**src/rtl/core/sit_pkg.sv**
```systemverilog
`timescale 1ns / 1ps
`default_nettype none
// Package for the sorted insert table: transaction payload types, action and
// status codes, and the control bundle handed from the top level to each cell.

package sit_pkg;

    // Action codes of a command transaction
    localparam logic [1:0] ACT_INSERT = 2'd0;
    localparam logic [1:0] ACT_READ   = 2'd1;
    localparam logic [1:0] ACT_CLEAR  = 2'd2;

    // Status codes of a response transaction
    localparam logic [1:0] ST_OK        = 2'd0;
    localparam logic [1:0] ST_FULL      = 2'd1;
    localparam logic [1:0] ST_RANGE_ERR = 2'd2;

    // Fixed field widths of the channels
    localparam int KEY_FIELD_W = 16;
    localparam int TAG_FIELD_W = 16;
    localparam int IDX_FIELD_W = 6;
    localparam int FILL_FIELD_W = 7;

    typedef struct packed {
        logic [1:0]             action;
        logic [KEY_FIELD_W-1:0] key;
        logic [TAG_FIELD_W-1:0] tag;
        logic [IDX_FIELD_W-1:0] index;
    } cmd_t;

    typedef struct packed {
        logic [IDX_FIELD_W-1:0]  position;
        logic [KEY_FIELD_W-1:0]  read_key;
        logic [TAG_FIELD_W-1:0]  read_tag;
        logic [FILL_FIELD_W-1:0] fill;
        logic [1:0]              status;
    } rsp_t;

    // Per-cell control: insert strobe and where the cell sits against the fill count
    typedef struct packed {
        logic insert;
        logic occupied;
        logic at_end;
    } cell_ctl_t;

endpackage

`default_nettype wire

```
**src/rtl/core/sit_cell.sv**
```systemverilog
`timescale 1ns / 1ps
`default_nettype none
// One cell of the sorted insert table: holds a key and tag pair, compares it
// with the key being inserted and shifts from its lower neighbor. Uses sit_pkg.

module sit_cell #(
    parameter int KEY_W = 16,
    parameter int TAG_W = 16
) (
    input  wire                 clk,
    input  sit_pkg::cell_ctl_t  ctl,
    input  wire [KEY_W-1:0]     new_key,
    input  wire [TAG_W-1:0]     new_tag,
    input  wire [KEY_W-1:0]     left_key,
    input  wire [TAG_W-1:0]     left_tag,
    input  wire                 left_gt,
    output logic [KEY_W-1:0]    key,
    output logic [TAG_W-1:0]    tag,
    output logic                gt,
    output logic                took_new
);

    logic [KEY_W-1:0] key_reg, key_next;
    logic [TAG_W-1:0] tag_reg, tag_next;
    logic             moves;

    // Flag a stored entry that must move above the new pair
    assign gt = ctl.occupied && (key_reg > new_key);

    // The cell changes if it moves up or is the first free slot
    assign moves    = gt || ctl.at_end;
    assign took_new = moves && !left_gt;

    // Take the lower neighbor while it shifts, else the new pair at the slot
    always_comb
    begin
        key_next = key_reg;
        tag_next = tag_reg;
        if (ctl.insert && moves)
        begin
            if (left_gt)
            begin
                key_next = left_key;
                tag_next = left_tag;
            end
            else
            begin
                key_next = new_key;
                tag_next = new_tag;
            end
        end
    end

    // Hold the pair
    always_ff @(posedge clk)
    begin
        key_reg <= key_next;
        tag_reg <= tag_next;
    end

    assign key = key_reg;
    assign tag = tag_reg;

endmodule

`default_nettype wire

```
**config.mk**
```make
export PLATFORM = sky130hd
export DESIGN_NAME = sit_cell
export DESIGN_NICKNAME = d
export VERILOG_FILES = /design/src/rtl/core/sit_pkg.sv /design/src/rtl/core/sit_cell.sv
export SDC_FILE = /design/constraint.sdc
export NUM_CORES = 1
export LEC_CHECK = 0
export BUFFER_PORTS_ARGS = -buffer_cell sky130_fd_sc_hd__buf_2
export CAP_MARGIN = 20
export CORE_MARGIN = 1.5
export CORE_UTILIZATION = 43
export DETAILED_ROUTE_END_ITERATION = 10
export PLACE_DENSITY = 0.79
export SYNTH_ARGS = -nofsm -noshare
export SYNTH_HDL_FRONTEND = slang
export SYNTH_SLANG_ARGS = --single-unit
export TNS_END_PERCENT = 50
```
**constraint.sdc**
```tcl
create_clock -name clk -period 4.16 [get_ports clk]
set_input_delay 0.624 -clock clk [delete_from_list [all_inputs] [get_ports clk]]
set_output_delay 0.624 -clock clk [all_outputs]
set_load 0.05 [all_outputs]
```
==> results by group <==
Synthesis
  • Yosys warnings: 0
  • Yosys reg bits: 32
  • Post-synthesis cell area: roughly 0.0018 mm2
  • Syn avg cell area: ~12 um2
  • Cell count after synthesis: 150
  • Seq/Total Area, Yosys: 0.5455
  • Yosys cell types: 20
  • Syn nets: roughly 240

GRT
  • Largest net degree at the start of global routing: 30
  • Grt ovf: 0
  • First-pass GRT wire length: 5989 um
  • Number of global-route vias before repair: 1402
  • GR Util All Layers: 0.1806
  • Initial antenna violation count: 0

Cells and area
  • Share of layout cells above drive strength 1: 0.5058
  • Area Overhead vs Synth: 39.42%
  • # nets final: ~340
  • Fin area: roughly 0.0025 mm2
  • Ant diodes: 0

Power
  • P_leak: between 0.001 and 0.0015 uW
  • Power Internal: ~630 uW
  • Net Sw Frac: 0.2941
  • Seq pwr share: 0.436
  • P_sw: roughly 260 uW
  • Power Total: 898.1 uW
  • Clock Power Share: 0.320
  • Peak VDD IR: between 0.0002 and 0.00025 V
  • P per Cell Area: 365.7 mW/mm2
  • Combinational share of power: 0.244

Floorplan
  • Core ar.: around 0.0040 mm2
  • Die area: between 0.004 and 0.005 mm2
  • Die height: about 67 um
  • Initial Util: 0.4436
  • Num rows: 23
  • Chip width: approximately 67 um
  • IO Count: ~100

Worst setup path
  • Worst path max stage delay: about 0.5 ns
  • Crit path cell chain: buf_2 -> inv_1 -> ha_1 -> nand4_2 -> or4_4 -> o211a_1 -> nor3_1 -> buf_2
  • Highest-delay cell along the critical path: or4_4
  • CP delay by family, top: simple AND/OR/NAND/NOR gates
  • Critical path startpoint category: primary input
  • Buf/Inv on CP: 3
  • Critical-path maximum fanout: 4
  • Critical Setup Path Class: primary input to output port
  • CP endpoint kind: output port
  • Worst path arrival time: 2.53 ns
  • CP Data Required Time: between 3 and 4 ns
  • Critical Path Most Common Cell: buf_2

Clocking
  • Clock Tree Buf Depth: 2
  • H-tree levels: 2
  • Hold Buf Count CTS: 0
  • Worst-Skew Late Latency: about 0.28 ns
  • Worst-path clk slew: approximately 0.07 ns
  • Sink Count: 32
  • CTS Buf Count: 5
  • TritonCTS clock tree: done
  • Post-CTS setup buffer count: 0
  • Root Buffer Master: clkbuf_8
  • # resized after CTS: 0

Routing
  • DR vias: approximately 1.5k
  • Routed WL per cell: 12.64 um
  • Initial DRC Count: between 50 and 60
  • Remaining DRCs: 0
  • Remaining antenna violation count after routing: 0
  • Final Routed Wirelength: a little under 4000 um
  • 1st-pass router iterations: 4
  • Vias/cell: between 4 and 5

STA
  • RSZ-0062 raised after global routing: no
  • Worst-Margin Slew: 0.5721 ns
  • Setup violators final: 0
  • Fin. Hold Viols: 0
  • Max Clock Skew: ~0.0059 ns
  • Relative slew margins: 0.6182
  • F_max: roughly 320 MHz
  • Fin crit share: 0.7594
  • Max Transition Viols Final: 0
  • TNS Setup: 0 ns
  • Post-layout min period: 3.159 ns

Placement
  • Routability cong.: approximately 0.86
  • Port Buffers: roughly 100
  • Detailed placer's ending HPWL: approximately 3100 um
  • DP Area: about 0.0023 mm2

Flow run
  • Max-Cap Viols: 0

Run status
  • Status: completed

Min path
  • Hold Crit Class: primary input to register
-- worst register-to-register path, stage by stage (launching register included) --
cell and delay (ns):
edfxtp_1 0.42, ha_1 0.36, nand4_2 0.15, or4_4 0.52
o211a_1 0.28, nor3b_4 0.51, buf_12 0.25
-- layer usage --
metal  part of all wire  vias up  wire length, um  track usage
met4              0.010        0               39      0.07653
met3              0.089        4              345      0.05912
met5                  0        -                0            0
met2               0.49       63             1892       0.3057
met1               0.41      650             1605       0.2073
li1                   -      750                -            -
-- through the flow --
step           hold slack (ns)  instances  setup slack [ns]  utilization
2_1_floorplan           0.8111        150            0.5345            -
3_3_place_gp            0.9011        299             1.057       0.5917
3_5_place_dp            0.9168        299             1.016       0.5917
4_1_cts                 0.6253        307             1.014       0.6185
5_1_grt                 0.6326        307            0.8943       0.6185
6_report                0.6234        307             1.001       0.6185
-- cell usage in the layout (no fill, tap or decap), types with 2 or more instances in the layout --
master	Yosys	final
mux2_2	17	17
nand2_1	22	22
nand4_1	2	2
buf_2	0	102
o21a_1	2	2
o21ai_0	17	17
nor3_1	3	3
edfxtp_1	32	32
clkinv_1	0	2
a21oi_1	8	8
inv_1	17	17
clkbuf_8	0	5
ha_1	16	16
-- layout make-up --
type	instances	area (um2)
Sequential cell	32	960.9
Multi-Input combinational cell	96	724.4
Timing Repair Buffer	104	538.0
Inverter	17	63.81
Fill cell	331	1515
Clock buffer	5	68.82
Tap cell	50	62.56
Clock inverter	3	37.54
-- logic make-up after synthesis --
family	count (synthesis)	share of synthesized area
DFF	32	0.5455
adders and majority gates	16	0.1136
AOI/OAI and AO/OA	30	0.09233
and+or+nand+nor	33	0.09304
buffers and inverters	22	0.04688
muxes	17	0.1087
-- worst paths after layout --
path                            slack (ns)  depth (start not counted)         start       end
worst min-delay path                  0.62                          3  left_key[14]   key[14]
worst max-delay path                  1.00                          8   new_key[15]  took_new
worst max register to register        1.37                          6       key[15]   key[13]
worst min register to register        1.28                          5        key[4]    key[4]
-- power by group through the flow --
| stage | registers, uW | logic (uW) | clock network [uW] |
|---|---|---|---|
| after floorplan | 472 | 75.5 | 0 |
| after global placement | 398 | 218 | 0 |
| after detailed placement | 399 | 221 | 0 |
| after CTS | 392 | 222 | 295 |
| after global routing | 394 | 240 | 308 |
| final | 392 | 219 | 287 |
-- Yosys cell counts --
| cell type | instances | area [um2] |
|---|---|---|
| edfxtp_1 | 32 | 960.9 |
| nor3_1 | 3 | 15.01 |
| nor3b_2 | 1 | 12.51 |
| mux2_2 | 17 | 191.4 |
| nor4_1 | 1 | 6.260 |
| or4_4 | 1 | 11.26 |
| and2b_1 | 1 | 7.510 |
| a21oi_1 | 8 | 40.04 |
| inv_1 | 17 | 63.81 |
| ha_1 | 16 | 200.2 |
| nand4_2 | 1 | 12.51 |
| o21ai_0 | 17 | 85.08 |
| o21bai_1 | 1 | 7.510 |
| o21a_1 | 2 | 15.01 |
| o21ai_1 | 1 | 5.000 |
| o211a_1 | 1 | 10.01 |
| nor2_1 | 1 | 3.750 |
| nand2_1 | 22 | 82.58 |
| nand4_1 | 2 | 12.51 |
| clkbuf_1 | 5 | 18.77 |
(Power assumes the default switching activity.)
